===== config.mk =====
export PLATFORM = sky130hd
export DESIGN_NAME = ccao_div_stage
export DESIGN_NICKNAME = d
export VERILOG_FILES = /design/src/rtl/core/ccao_pkg.sv /design/src/rtl/core/ccao_div_stage.sv
export SDC_FILE = /design/constraint.sdc
export NUM_CORES = 1
export LEC_CHECK = 0
export BUFFER_PORTS_ARGS = -buffer_cell sky130_fd_sc_hd__buf_2
export CORE_AREA = 2 2 175 177
export DETAILED_ROUTE_END_ITERATION = 16
export DIE_AREA = 0 0 177 179
export GPL_TIMING_DRIVEN = 0
export PLACE_DENSITY = 0.76
export SLEW_MARGIN = 10
export SYNTH_ARGS = -nofsm -noshare
export SYNTH_HDL_FRONTEND = slang
export SYNTH_SLANG_ARGS = --single-unit

===== constraint.sdc =====
create_clock -name clk -period 3.5 [get_ports clk]
set_input_delay 0 -clock clk [delete_from_list [all_inputs] [get_ports clk]]
set_output_delay 0 -clock clk [all_outputs]
set_load 0.005 [all_outputs]

===== src/rtl/core/ccao_pkg.sv =====
package ccao_pkg;

  // Field widths and fixed-point format.
  localparam int COORD_BITS = 16;
  localparam int FRAC_BITS  = 8;
  localparam int OUT_W      = 40;

  // Derived internal widths; each holds its value range exactly.
  localparam int D_W   = COORD_BITS + 1;          // coordinate differences
  localparam int SQ_W  = 2 * COORD_BITS;          // single squares
  localparam int DS_W  = 2 * COORD_BITS + 1;      // squared-radius differences
  localparam int PA_W  = 2 * D_W;                 // products of differences
  localparam int A_W   = PA_W + 1;                // orientation determinant
  localparam int P_W   = DS_W + D_W;              // numerator partial products
  localparam int N_W   = P_W + 1;                 // numerators
  localparam int ABS_W = 3 * COORD_BITS + 1;      // numerator magnitudes
  localparam int MAG_W = ABS_W + FRAC_BITS;       // scaled dividend, quotient width
  localparam int DIV_W = A_W;                     // divisor 2|a|
  localparam int QE_W  = ((MAG_W > OUT_W) ? MAG_W : OUT_W) + 1;

  localparam logic [OUT_W-1:0] OUT_MAX = {1'b0, {(OUT_W-1){1'b1}}};
  localparam logic [OUT_W-1:0] OUT_MIN = {1'b1, {(OUT_W-1){1'b0}}};

  // One slot of the divider pipeline: both lanes share the divisor.
  typedef struct packed {
    logic             valid;
    logic             neg_x;
    logic             neg_y;
    logic             is_cw;
    logic             degenerate;
    logic [DIV_W-1:0] d;
    logic [DIV_W-1:0] rem_x;
    logic [DIV_W-1:0] rem_y;
    logic [MAG_W-1:0] mq_x;
    logic [MAG_W-1:0] mq_y;
  } divq_t;

endpackage


===== src/rtl/core/ccao_div_stage.sv =====
module ccao_div_stage (
  input  logic            clk,
  input  logic            rst,
  input  logic            en,
  input  ccao_pkg::divq_t in_st,
  output ccao_pkg::divq_t out_st
);

  localparam int DIV_W = ccao_pkg::DIV_W;
  localparam int MAG_W = ccao_pkg::MAG_W;

  logic [DIV_W:0]   trial_x, trial_y;
  logic             ge_x, ge_y;
  logic [DIV_W-1:0] rem_x_next, rem_y_next;

  // One restoring step per lane: bring down the next dividend bit and
  // subtract the divisor when it fits.
  always_comb begin
    trial_x    = {in_st.rem_x, in_st.mq_x[MAG_W-1]};
    trial_y    = {in_st.rem_y, in_st.mq_y[MAG_W-1]};
    ge_x       = (trial_x >= {1'b0, in_st.d});
    ge_y       = (trial_y >= {1'b0, in_st.d});
    rem_x_next = ge_x ? DIV_W'(trial_x - {1'b0, in_st.d}) : trial_x[DIV_W-1:0];
    rem_y_next = ge_y ? DIV_W'(trial_y - {1'b0, in_st.d}) : trial_y[DIV_W-1:0];
  end

  always_ff @(posedge clk) begin
    if (rst) begin
      out_st.valid <= 1'b0;
    end else if (en) begin
      out_st.valid <= in_st.valid;
    end
    if (en) begin
      out_st.neg_x      <= in_st.neg_x;
      out_st.neg_y      <= in_st.neg_y;
      out_st.is_cw      <= in_st.is_cw;
      out_st.degenerate <= in_st.degenerate;
      out_st.d          <= in_st.d;
      out_st.rem_x      <= rem_x_next;
      out_st.rem_y      <= rem_y_next;
      out_st.mq_x       <= {in_st.mq_x[MAG_W-2:0], ge_x};
      out_st.mq_y       <= {in_st.mq_y[MAG_W-2:0], ge_y};
    end
  end

endmodule


==> qor.json <==
{
  "final-seq-area": {"value": 6720, "unit": "µm²"},
  "grt_antenna_before_repair": {"value": 5},
  "post_cts.repair.setup_buffers": {"value": 0},
  "worst_slew_pin_slew": {"value": 0.899, "unit": "ns"},
  "timing.critical_path.to": {"value": "out_st[144]$_DFFE_PP_"},
  "floorplan.core_area": {"value": 30000, "unit": "µm²"},
  "hpwl": {"value": 32.8, "unit": "mm"},
  "share_of_async_settable_or_async_resettable_flops_after_synthesis": {"value": 0, "unit": "%"},
  "first_global_vias": {"value": 11000},
  "grt_util_met2": {"value": 45.6, "unit": "%"},
  "die_width": {"value": 177, "unit": "µm"},
  "synth_fp_nets": {"value": 1295},
  "synth_compound_gate_area_share": {"value": 14.7, "unit": "%"},
  "design_area": {"value": 17600, "unit": "µm²"},
  "cp_data_arrival_time": {"value": 3.70, "unit": "ns"},
  "synthToLayoutAreaGrowth": {"value": 50.6, "unit": "%"},
  "max_flop_register": {"value": "out_st"},
  "die_h": {"value": 179, "unit": "µm"},
  "post_synth_instance_area": {"value": 11700, "unit": "µm²"},
  "setup_viol_count_final": {"value": 0},
  "total_number_of_clock_tree_sinks": {"value": 224},
  "synth_xor_xnor_area_share": {"value": 4.19, "unit": "%"},
  "grt.total_usage": {"value": 27.1, "unit": "%"},
  "io-pin-count": {"value": 451},
  "share_of_layout_cells_above_drive_strength_1": {"value": 31.2, "unit": "%"},
  "gr-usage-met3": {"value": 5.73, "unit": "%"},
  "postLayoutSetupSlackWorst": {"value": 0.0890, "unit": "ns"},
  "ctsLongestPathBuffers": {"value": 3},
  "final_clock_period_utilization_by_the_worst_path": {"value": 97.5, "unit": "%"},
  "buffer_ports.inserted": {"value": 450},
  "violated_checks": {"value": "hold timing"},
  "multiInputGateArea": {"value": 4540, "unit": "µm²"},
  "ys_seq_elements": {"value": 224},
  "yosys_warnings": {"value": 0},
  "fin_worst_hold_slack": {"value": -0.00166, "unit": "ns"},
  "std_cell_rows": {"value": 64},
  "post-place-ws": {"value": 0.109, "unit": "ns"},
  "worstSetupStartpointType": {"value": "input port"},
  "drc": {"value": 0},
  "synth_top_family_by_area": {"value": "compound AO/OA/AOI/OAI gates"},
  "finalWorstPathRequiredPeriod": {"value": 3.41, "unit": "ns"},
  "setup.reg_to_reg.worst_slack": {"value": 2.32, "unit": "ns"},
  "clock_latency": {"value": 0.54, "unit": "ns"},
  "synth.area.top_cells": {"value": "edfxtp_1, ha_1, a21oi_1, nand2_1, xnor2_1"},
  "fill_cells": {"value": 2401},
  "timing.reg2reg.worst_path_depth": {"value": 3},
  "start_util": {"value": 39.0, "unit": "%"},
  "power.density_cell_area": {"value": 459, "unit": "nW/µm²"},
  "ant_nets": {"value": 0},
  "worstSetupPathType": {"value": "in2reg"},
  "drt_pass1_iterations": {"value": 6},
  "drt-wirelength-per-cell": {"value": 21.5, "unit": "µm"},
  "gr-total-overflow": {"value": 0},
  "critical_path.startpoint": {"value": "in_st[56]"},
  "drt-vias-per-instance": {"value": 5.29},
  "largest_register_ffs": {"value": 224},
  "syn_inst": {"value": 996},
  "yosysUniqueCellTypes": {"value": 77},
  "detailed_place.area": {"value": 14500, "unit": "µm²"},
  "max_cap_violations": {"value": 0},
  "vias": {"value": 11200},
  "grt_pass1_wl": {"value": 64.4, "unit": "mm"},
  "grt_max_degree": {"value": 115},
  "cp.required": {"value": 3.79, "unit": "ns"},
  "vdd.ir_drop.worst": {"value": 301, "unit": "µV"},
  "gp_routability_congestion": {"value": 0.940},
  "regToRegEndpoint": {"value": "out_st[223]$_SDFFE_PP0P_"},
  "timing_max_transition_violations_final": {"value": 0},
  "max_clock_freq": {"value": 293, "unit": "MHz"},
  "yosys.area.top_type_share": {"value": 57.2, "unit": "%"},
  "min_path_type": {"value": "in2reg"},
  "synth-simple-area-share": {"value": 10.8, "unit": "%"},
  "whs_path_depth": {"value": 4},
  "finalWirelength": {"value": 45.5, "unit": "mm"},
  "synth-edff-count": {"value": 223},
  "top_usage_layer_grt": {"value": "met2"},
  "synthesized_area_fraction_occupied_by_adder_cells": {"value": 7.83, "unit": "%"},
  "ctsRootBufferMaster": {"value": "clkbuf_16"},
  "fin_worst_skew": {"value": 0, "unit": "ns"},
  "num_cts_buffers": {"value": 26},
  "biggestRegsByFlops": {"value": "out_st: 224 flops"},
  "grtUsageMet1": {"value": 31.6, "unit": "%"},
  "synthMuxAreaShare": {"value": 1.12, "unit": "%"},
  "grt_setup_unrepaired": {"value": "no"},
  "synth-seq-area-share": {"value": 57.4, "unit": "%"},
  "path_max_fanout": {"value": 10},
  "synth_top_cell_by_area": {"value": "edfxtp_1"},
  "cts_tree": {"value": "yes"},
  "die_area": {"value": 31700, "unit": "µm²"},
  "htree_levels": {"value": 1},
  "synth_top_flop_cell": {"value": "edfxtp_1"},
  "num-nets-final": {"value": 1996},
  "worst_slew_margin_rel": {"value": 40.1, "unit": "%"},
  "cellLeakagePower": {"value": 7.62, "unit": "nW"},
  "setup.worst_path.end_class": {"value": "flop"},
  "run_status": {"value": "finished, violations left"},
  "detailedRoute.firstIterationViolations": {"value": 983},
  "timing.rr.start": {"value": "out_st[223]$_SDFFE_PP0P_"},
  "clk_pin_slew": {"value": 0.06, "unit": "ns"},
  "syn-mean-instance-area": {"value": 11.7, "unit": "µm²"},
  "report.final.hold_viol_count": {"value": 1}
}
[cell usage after synthesis, types with 6 or more instances]
master and instances:
o21a_1 9, o211ai_1 9, nand2_1 90, nor3_1 13, inv_1 56, buf_6 6
o21ai_0 41, a31oi_1 11, nand2b_1 13, nor2b_1 7, o31ai_1 6, xor2_1 25
buf_2 14, o21ai_1 24, buf_4 7, a21oi_1 97, nand4_1 20, edfxtp_1 223
nor2_1 64, clkbuf_1 8, a21o_1 21, o21bai_1 10, nand3_1 26, xnor2_1 31
a211oi_1 6, ha_1 70
[worst min path at each step]
stage                     startpoint                        to
after floorplan                  rst  out_st[223]$_SDFFE_PP0P_
after global placement           rst  out_st[223]$_SDFFE_PP0P_
after detailed placement         rst  out_st[223]$_SDFFE_PP0P_
after CTS                 in_st[145]     out_st[146]$_DFFE_PP_
after global routing      in_st[145]     out_st[146]$_DFFE_PP_
final                     in_st[145]     out_st[146]$_DFFE_PP_
[cell type report]
cell class              instances  area share [%]
clock buffers                  30            3.90
repair buffers                673            25.6
plain buffers                  39            1.41
clock inverters                17            1.09
inverters                      56            1.19
well taps                     396            2.81
diodes                          5          0.0710
flip-flops and latches        224            38.1
multi-input cells             677            25.8
[layer usage]
| metal | wire length [µm] | vias up |
|---|---|---|
| li1 | - | 5139 |
| met1 | 17300 | 5329 |
| met2 | 21700 | 577 |
| met3 | 3410 | 144 |
| met4 | 3120 | 0 |
| met5 | 0 | - |
[power breakdown]
part / internal [mW] / switching (mW) / total, mW
Combinational: 0.848 / 1.04 / 1.89
Clock: 1.69 / 1.12 / 2.81
Sequential: 3.30 / 0.0830 / 3.38
[metrics by stage]
stage,utilization [%],TNS (ns),instances,power [mW],hold WS [ns]
finish,58.7,0,2117,8.08,-0.00166
CTS,58.6,0,2112,8.09,0.00138
global placement,48.1,-120.38,1842,5.06,0.160
global route,58.7,0,2117,8.39,0.0211
detailed placement,48.2,0,1843,5.07,0.166
floorplan,-,0,996,4.28,0.0724
[layout by cell type, fill, tap and decap left out, drive strengths merged, types with 10 or more instances in the layout]
master / n
o21bai: 11
a31oi: 11
o21ai: 66
nor3: 14
a21oi: 97
xor2: 25
xnor2: 31
clkbuf: 41
nand2: 91
dlygate4sd3: 222
a21o: 21
ha: 70
nand4: 20
edfxtp: 223
buf: 479
nand3: 26
nor2: 64
clkinv: 10
nand2b: 13
inv: 56
[cell families after synthesis]
kind of cell	Yosys count
adders and majority gates	72
muxes	12
buffers and inverters	95
DFF	224
and+or+nand+nor	266
xor gates and xnor gates	56
AOI/OAI and AO/OA	271
[timing repair]
| action | CTS | global route |
|---|---|---|
| gates resized for setup | 0 | 2 |
| endpoints found under the setup margin | 0 | 11 |
| hold buffers | 222 | 0 |
| endpoints found under the hold margin | 221 | 0 |
[worst max-delay path: stages]
cell and delay, ns:
dlygate4sd3_1 0.55, buf_2 0.15, inv_1 0.05, ha_1 0.22, fa_1 0.41, nand2b_1 0.19, a211oi_1 0.35, o2111ai_1 0.37
a211oi_2 0.34, o31a_1 0.23, or2_1 0.11, buf_4 0.17, buf_6 0.19, mux2_1 0.35
No activity file was read; power rests on OpenSTA's default activity.
