## config.mk

```make
export PLATFORM = sky130hd
export DESIGN_NAME = ccao_back
export DESIGN_NICKNAME = d
export VERILOG_FILES = /design/src/rtl/core/ccao_pkg.sv /design/src/rtl/core/ccao_back.sv
export SDC_FILE = /design/constraint.sdc
export NUM_CORES = 1
export LEC_CHECK = 0
export BUFFER_PORTS_ARGS = -buffer_cell sky130_fd_sc_hd__buf_2
export CAP_MARGIN = 20
export CORE_AREA = 2 2 120 122
export CTS_BUF_LIST = sky130_fd_sc_hd__clkbuf_16
export DETAILED_ROUTE_END_ITERATION = 10
export DIE_AREA = 0 0 122 124
export GPL_ROUTABILITY_DRIVEN = 0
export PLACE_DENSITY_LB_ADDON = 0.12
export REMOVE_ABC_BUFFERS = 1
export SLEW_MARGIN = 20
export SYNTH_ARGS = -nofsm -noshare
export SYNTH_HDL_FRONTEND = slang
export SYNTH_SLANG_ARGS = --single-unit
```

## constraint.sdc

```tcl
create_clock -name clk -period 5.8 [get_ports clk]
set_input_delay 0.58 -clock clk [delete_from_list [all_inputs] [get_ports clk]]
set_output_delay 0.58 -clock clk [all_outputs]
set_load 0.05 [all_outputs]
```

## src/rtl/core/ccao_pkg.sv

```systemverilog
package ccao_pkg;

  // Field widths and fixed-point format.
  localparam int COORD_BITS = 16;
  localparam int FRAC_BITS  = 8;
  localparam int OUT_W      = 40;

  // Derived internal widths; each holds its value range exactly.
  localparam int D_W   = COORD_BITS + 1;          // coordinate differences
  localparam int SQ_W  = 2 * COORD_BITS;          // single squares
  localparam int DS_W  = 2 * COORD_BITS + 1;      // squared-radius differences
  localparam int PA_W  = 2 * D_W;                 // products of differences
  localparam int A_W   = PA_W + 1;                // orientation determinant
  localparam int P_W   = DS_W + D_W;              // numerator partial products
  localparam int N_W   = P_W + 1;                 // numerators
  localparam int ABS_W = 3 * COORD_BITS + 1;      // numerator magnitudes
  localparam int MAG_W = ABS_W + FRAC_BITS;       // scaled dividend, quotient width
  localparam int DIV_W = A_W;                     // divisor 2|a|
  localparam int QE_W  = ((MAG_W > OUT_W) ? MAG_W : OUT_W) + 1;

  localparam logic [OUT_W-1:0] OUT_MAX = {1'b0, {(OUT_W-1){1'b1}}};
  localparam logic [OUT_W-1:0] OUT_MIN = {1'b1, {(OUT_W-1){1'b0}}};

  // One slot of the divider pipeline: both lanes share the divisor.
  typedef struct packed {
    logic             valid;
    logic             neg_x;
    logic             neg_y;
    logic             is_cw;
    logic             degenerate;
    logic [DIV_W-1:0] d;
    logic [DIV_W-1:0] rem_x;
    logic [DIV_W-1:0] rem_y;
    logic [MAG_W-1:0] mq_x;
    logic [MAG_W-1:0] mq_y;
  } divq_t;

endpackage

```

## src/rtl/core/ccao_back.sv

```systemverilog
module ccao_back (
  input  logic                                clk,
  input  logic                                rst,
  input  logic                                en,
  input  ccao_pkg::divq_t                     in_st,
  output logic                                out_valid,
  output logic signed [ccao_pkg::OUT_W-1:0]   circle_x,
  output logic signed [ccao_pkg::OUT_W-1:0]   circle_y,
  output logic                                is_cw,
  output logic                                degenerate,
  output logic                                saturated
);

  localparam int OUT_W = ccao_pkg::OUT_W;
  localparam int QE_W  = ccao_pkg::QE_W;
  localparam logic [QE_W-1:0] LIM = QE_W'(1) << (OUT_W - 1);

  logic [QE_W-1:0]  qx, qy;
  logic             sat_x, sat_y;
  logic [OUT_W-1:0] val_x, val_y;

  // Apply the sign and clip to the output range.
  always_comb begin
    qx = QE_W'(in_st.mq_x);
    qy = QE_W'(in_st.mq_y);
    if (in_st.neg_x) begin
      sat_x = (qx > LIM);
      val_x = sat_x ? ccao_pkg::OUT_MIN : OUT_W'(QE_W'(0) - qx);
    end else begin
      sat_x = (qx > LIM - QE_W'(1));
      val_x = sat_x ? ccao_pkg::OUT_MAX : OUT_W'(qx);
    end
    if (in_st.neg_y) begin
      sat_y = (qy > LIM);
      val_y = sat_y ? ccao_pkg::OUT_MIN : OUT_W'(QE_W'(0) - qy);
    end else begin
      sat_y = (qy > LIM - QE_W'(1));
      val_y = sat_y ? ccao_pkg::OUT_MAX : OUT_W'(qy);
    end
  end

  // Output register; collinear points give a zero center.
  always_ff @(posedge clk) begin
    if (rst) begin
      out_valid <= 1'b0;
    end else if (en) begin
      out_valid <= in_st.valid;
    end
    if (en) begin
      circle_x   <= in_st.degenerate ? '0 : val_x;
      circle_y   <= in_st.degenerate ? '0 : val_y;
      is_cw      <= in_st.is_cw;
      degenerate <= in_st.degenerate;
      saturated  <= ~in_st.degenerate & (sat_x | sat_y);
    end
  end

endmodule

```

==> impl_metrics.tcl, run 1 <==
set metrics [dict create \
    required_ps 5920 \
    final_cells 957 \
    cts_tree "yes" \
    yosysWarnings 0 \
    min-delay-start "rst" \
    vias 5916 \
    p_leak_nw 2.59 \
    h-tree-depth 3 \
    clk_pin_slew_ps 60 \
    placed_area_sq_mm 0.00669 \
    synth_most_common_cell "edfxtp_1" \
    numClockSinks 84 \
    drive_gt1_share_pct 31.6 \
    relSlewSlack_pct 36.3 \
    drc_errors 0 \
    gr-total-overflow 0 \
    synthTopCellsByCount "edfxtp_1, nor2_1, o21ai_0" \
    cp_max_fo 24 \
    r2r_slack_ps 5210 \
    cts_resized 0 \
    grtUsageTotal_pct 24.4 \
    design_area_sq_mm 0.00697 \
    synthArstFlopShare_pct 0 \
    synth_top_cell_by_area "edfxtp_1" \
    ys_seq_elements 84 \
    cts_hold_buf 0 \
    ctsRootBufferMaster "clkbuf_16" \
    ys_seq_area_share_pct 45.5 \
    die_x_um 122 \
    row_count 43 \
    maxSlewViolCount 0 \
    r2r_cells 2 \
    max_slew.worst_pin.slew_ps 955 \
    dp.cells 937 \
    worstPathArrival_ps 3810 \
    syn_avg_cell_area_sq_um 9.56 \
    yosys-top-cells-area "edfxtp_1, o21ai_0, nor2_1" \
    grt_max_degree 85 \
    max_freq_ghz 0.271 \
    netlist_area_sq_mm 0.00552 \
    yosysTopAreaCellShare_pct 45.1 \
    antenna_found_initial 4 \
    synth_flop_cell "edfxtp_1" \
    antenna_left 0 \
    die_y_um 124 \
    dr.first_iter.drc_count 741 \
    port_buffers 205 \
    viasPerCell 6.18 \
    peakVddDrop_uv 154 \
    dr.pass1.iters 6 \
    status "complete, no violations" \
    min_period_ps 3690 \
    synth_edf_count 83 \
    period_share_pct 63.6 \
    drv_cap 0 \
    cts_buffers 9 \
    syn2layout_area_growth_pct 26.2 \
    hpwl_mm 13.5 \
    r2r_start "out_valid$_SDFFE_PP0P_" \
    total_power_mw 1.70 \
    clock_path_buffers 2 \
    final_util_pct 50.8 \
    rsz0062_at_grt "no" \
    critPathLaunchType "input port" \
    core_sq_mm 0.0137 \
    pre_cts_slack_ps 1650 \
    holdWs_ps 378 \
    io_pins 311 \
    layout.nets 999 \
    fin_skew_ps 0 \
    hold_depth 2 \
    holdPathEnd "out_valid$_SDFFE_PP0P_" \
    path_class "input port to flip-flop" \
    grt_pass1_wl_mm 28.5 \
    tns_ps 0 \
    totalWireLength_mm 18.7 \
    hp-class "input port to flip-flop" \
    synth.distinct_cells 57 \
    setup_violations 0 \
    wl_per_cell_um 19.5 \
    crit_path_end_kind "flip-flop" \
    synth_cells 578 \
    grt_pass1_vias 5251 \
    start_util_pct 40.3 \
    worst_slack_ps 2110 \
    dieArea_sq_mm 0.0151 \
    clk_latency_ps 350 \
    power-per-cell-area_mw_per_mm2 244 \
    post_cts_buffers 0 \
    r2r-end "out_valid$_SDFFE_PP0P_" \
    hold_viol 0 \
]
[worst max-delay path: stages]
cell      delay [ps]
buf_2            130
or3_1            380
or4_1            570
nor4_4           420
a21oi_2          270
or4_1            910
o311ai_0         530
[metal layers]
| metal | up-vias | routed length, um | global-route usage, % | part of all wire, % |
|---|---|---|---|---|
| li1 | 2748 | - | - | - |
| met1 | 2760 | 8680 | 38.6 | 46 |
| met2 | 380 | 7290 | 31.9 | 39 |
| met3 | 26 | 2390 | 6.64 | 13 |
| met4 | 2 | 297 | 7.18 | 1.6 |
| met5 | - | 11 | 0 | 0.059 |
[sequential cells by signal, summed over array words and instances (netlist names)]
signal,flops
circle_x,40
circle_y,40
degenerate,1
is_cw,1
out_valid,1
saturated,1
[layout make-up]
cell class / instances / area, sq um
fillers: 1286 / 6750
multi-input cells: 450 / 2850
flip-flops and latches: 84 / 2510
repair buffers: 209 / 1060
clock buffers: 9 / 225
well taps: 180 / 225
inverters: 14 / 52.6
clock inverters: 7 / 33.8
diodes: 4 / 10.0
[cells in the final DEF, fill, tap and decap left out, drive strengths merged, types with 6 or more instances in the layout]
master / count
a311oi: 8
nand3: 18
o31ai: 11
or4: 16
buf: 209
o211ai: 19
xor2: 8
inv: 13
nand2b: 6
a211o: 9
nor2: 48
nand2: 35
clkinv: 7
clkbuf: 9
a21o: 7
nand4: 23
or2: 7
o311ai: 29
a21oi: 27
nor4: 24
or3: 19
nor3: 35
edfxtp: 83
nor3b: 8
o21ai: 43
[worst max-delay path by stage]
stage | slack, ps | end | from | cells past startpoint
6_report | 2110 | circle_x[21]$_SDFFCE_PP0P_ | in_st[75] | 7
5_1_grt | 1850 | circle_x[21]$_SDFFCE_PP0P_ | in_st[57] | 9
4_1_cts | 2000 | circle_x[32]$_SDFFCE_PP0P_ | in_st[75] | 7
3_5_place_dp | 1650 | circle_x[32]$_SDFFCE_PP0P_ | in_st[75] | 7
3_3_place_gp | 1690 | circle_x[2]$_SDFFCE_PP0P_ | in_st[75] | 7
2_1_floorplan | 2450 | circle_x[25]$_SDFFCE_PP0P_ | in_st[75] | 7
[cell families after synthesis]
logic type | synth area share, %
XOR/XNOR | 1.59
multiplexers | 0.589
buffers and inverters | 3.08
adder cells (fa/ha/maj) | 0.906
AND/OR/NAND/NOR | 25.9
AO/OA/AOI/OAI | 22.5
flip-flops | 45.5
[power by group]
part / leakage (nW) / internal (mW) / switching, mW
Clock: 0.128 / 0.283 / 0.238
Combinational: 1.65 / 0.104 / 0.329
Sequential: 0.812 / 0.729 / 0.0135
(Power assumes the default switching activity.)
==> run 2: changes to the inputs <==
--- a/config.mk
+++ b/config.mk
@@ -7,10 +7,10 @@
 export LEC_CHECK = 0
 export BUFFER_PORTS_ARGS = -buffer_cell sky130_fd_sc_hd__buf_2
 export CAP_MARGIN = 20
-export CORE_AREA = 2 2 120 122
+export CORE_AREA = 2 2 121 123
 export CTS_BUF_LIST = sky130_fd_sc_hd__clkbuf_16
 export DETAILED_ROUTE_END_ITERATION = 10
-export DIE_AREA = 0 0 122 124
+export DIE_AREA = 0 0 123 125
 export GPL_ROUTABILITY_DRIVEN = 0
 export PLACE_DENSITY_LB_ADDON = 0.12
 export REMOVE_ABC_BUFFERS = 1
==> constraint.sdc (replaced) <==
create_clock -name clk -period 3.6 [get_ports clk]
set_input_delay 0.36 -clock clk [delete_from_list [all_inputs] [get_ports clk]]
set_output_delay 0.36 -clock clk [all_outputs]
set_load 0.05 [all_outputs]
==> impl_metrics.tcl, run 2 (synthesis results as in run 1) <==
set metrics [dict create \
    status "complete, no violations" \
    crit_slowest_cell "or4_1" \
    ctsRootBufferMaster "clkbuf_16" \
    start_util_pct 38.9 \
    final_util_pct 50.4 \
    cp_max_fo 11 \
    post_cts_buffers 0 \
    totalWireLength_mm 18.8 \
    grt_pass1_wl_mm 28.9 \
    h-tree-depth 3 \
    grtUsageTotal_pct 24.0 \
    antenna_left 0 \
    max_slew.worst_pin.slew_ps 804 \
    die_x_um 123 \
    crit_path_end_kind "flip-flop" \
    clk_pin_slew_ps 60 \
    crit_buf_inv 2 \
    final_cells 978 \
    dp.cells 962 \
    fin_skew_ps 0 \
    clock_path_buffers 2 \
    peakVddDrop_uv 215 \
    antenna_found_initial 1 \
    syn2layout_area_growth_pct 29.5 \
    top_regs "circle_x: 40 flops, circle_y: 40 flops" \
    endpoint "circle_x[32]$_SDFFCE_PP0P_" \
    maxSlewViolCount 0 \
    cts_buffers 9 \
    critPathLaunchType "input port" \
    dr.pass1.iters 5 \
    crit_top_cell "or4_1" \
    worst_path_dominant_cell_family "simple AND/OR/NAND/NOR gates" \
    row_count 44 \
    numClockSinks 84 \
    cp-startpoint "in_st[75]" \
    tns_ps 0 \
    final_cell_mix "buf_2, edfxtp_1, nor2_1" \
    rsz0062_at_grt "no" \
    relSlewSlack_pct 46.1 \
    dieArea_sq_mm 0.0154 \
    r2r_cells 2 \
    dr.first_iter.drc_count 562 \
    gr-total-overflow 0 \
    crit_cells 8 \
    hpwl_mm 13.9 \
    hold_viol 0 \
    n_antenna_cell 0 \
    drive_gt1_share_pct 33.1 \
    path_class "input port to flip-flop" \
    path_cells "buf_2 > or3_1 > or4_1 > nor4_4 > a21oi_1 > or4_1 > buf_4 > o311ai_0" \
    power-per-cell-area_mw_per_mm2 395 \
    p_leak_nw 2.70 \
    r2r_start "out_valid$_SDFFE_PP0P_" \
    hp-class "input port to flip-flop" \
    die_y_um 125 \
    worstPathArrival_ps 3130 \
    io_pins 311 \
    cts_hold_buf 0 \
    grt_pass1_vias 5640 \
    wl_per_cell_um 19.2 \
    port_buffers 205 \
    r2r-end "out_valid$_SDFFE_PP0P_" \
    min_period_ps 3030 \
    cp_slowest_stage_delay_ps 600 \
    r2r_slack_ps 3010 \
    setup_violations 0 \
    drc_errors 0 \
    cts_resized 0 \
    grt_max_degree 85 \
    viasPerCell 6.04 \
    vias 5908 \
    drv_cap 0 \
    cts_tree "yes" \
    core_sq_mm 0.0142 \
    clk_latency_ps 350 \
    required_ps 3700 \
    period_share_pct 84.1 \
    final_common_cell "buf_2" \
    max_freq_ghz 0.330 \
    layout.nets 1020 \
]
==> run 2: cell types whose count changed in the layout (fill, tap and decap cells not counted), moves of 2 or more <==
cell	before	now
diode_2	4	0
buf_4	4	24
clkinv_2	3	1
inv_1	13	15
clkinv_1	4	2
==> run 2: where the power goes <==
part	total (mW)	leakage [nW]	switching, mW	internal [mW]
combinational	0.712	1.75	0.534	0.178
sequential	1.19	0.812	0.0201	1.17
clock	0.920	0.141	0.391	0.529
==> run 2: metal layers <==
| metal | routed length [um] | vias up | share of wire (%) | global-route usage [%] |
|---|---|---|---|---|
| li1 | - | 2783 | - | - |
| met1 | 7550 | 2792 | 40 | 29.7 |
| met2 | 9260 | 290 | 49 | 41.2 |
| met3 | 1520 | 41 | 8.1 | 4.61 |
| met4 | 430 | 2 | 2.3 | 9.09 |
| met5 | 13 | - | 0.069 | 0 |
==> run 2: worst reg2reg max path: stages (launching register included) <==
cell and delay [ps]:
dfxtp_1 310, mux2i_1 120, nor2_1 50
==> run 2: worst min path at each step <==
stage / from / to / slack (ps) / cells past startpoint
3_5_place_dp: out_valid$_SDFFE_PP0P_ / out_valid$_SDFFE_PP0P_ / 490 / 2
4_1_cts: rst / out_valid$_SDFFE_PP0P_ / 140 / 2
5_1_grt: rst / out_valid$_SDFFE_PP0P_ / 180 / 2
3_3_place_gp: out_valid$_SDFFE_PP0P_ / out_valid$_SDFFE_PP0P_ / 470 / 2
6_report: rst / out_valid$_SDFFE_PP0P_ / 160 / 2
2_1_floorplan: rst / out_valid$_SDFFE_PP0P_ / 430 / 1
==> run 2: cell type report <==
class / count / area, sq um
multi-input combinational: 450 / 2840
clock buffer: 9 / 225
sequential: 84 / 2510
tap: 184 / 230
fill: 1336 / 7050
timing repair buffer: 230 / 1230
inverter: 14 / 52.6
clock inverter: 7 / 61.3
==> run 2: per-stage QoR <==
stage / hold slack, ps / power [mW] / cell area [sq um] / setup slack (ps)
floorplan: 432 / 1.64 / 5410 / 475
global route: 175 / 2.93 / 7150 / 255
CTS: 144 / 2.85 / 7150 / 576
detailed placement: 487 / 1.93 / 6860 / 217
global placement: 471 / 1.92 / 6860 / 215
finish: 155 / 2.83 / 7150 / 574
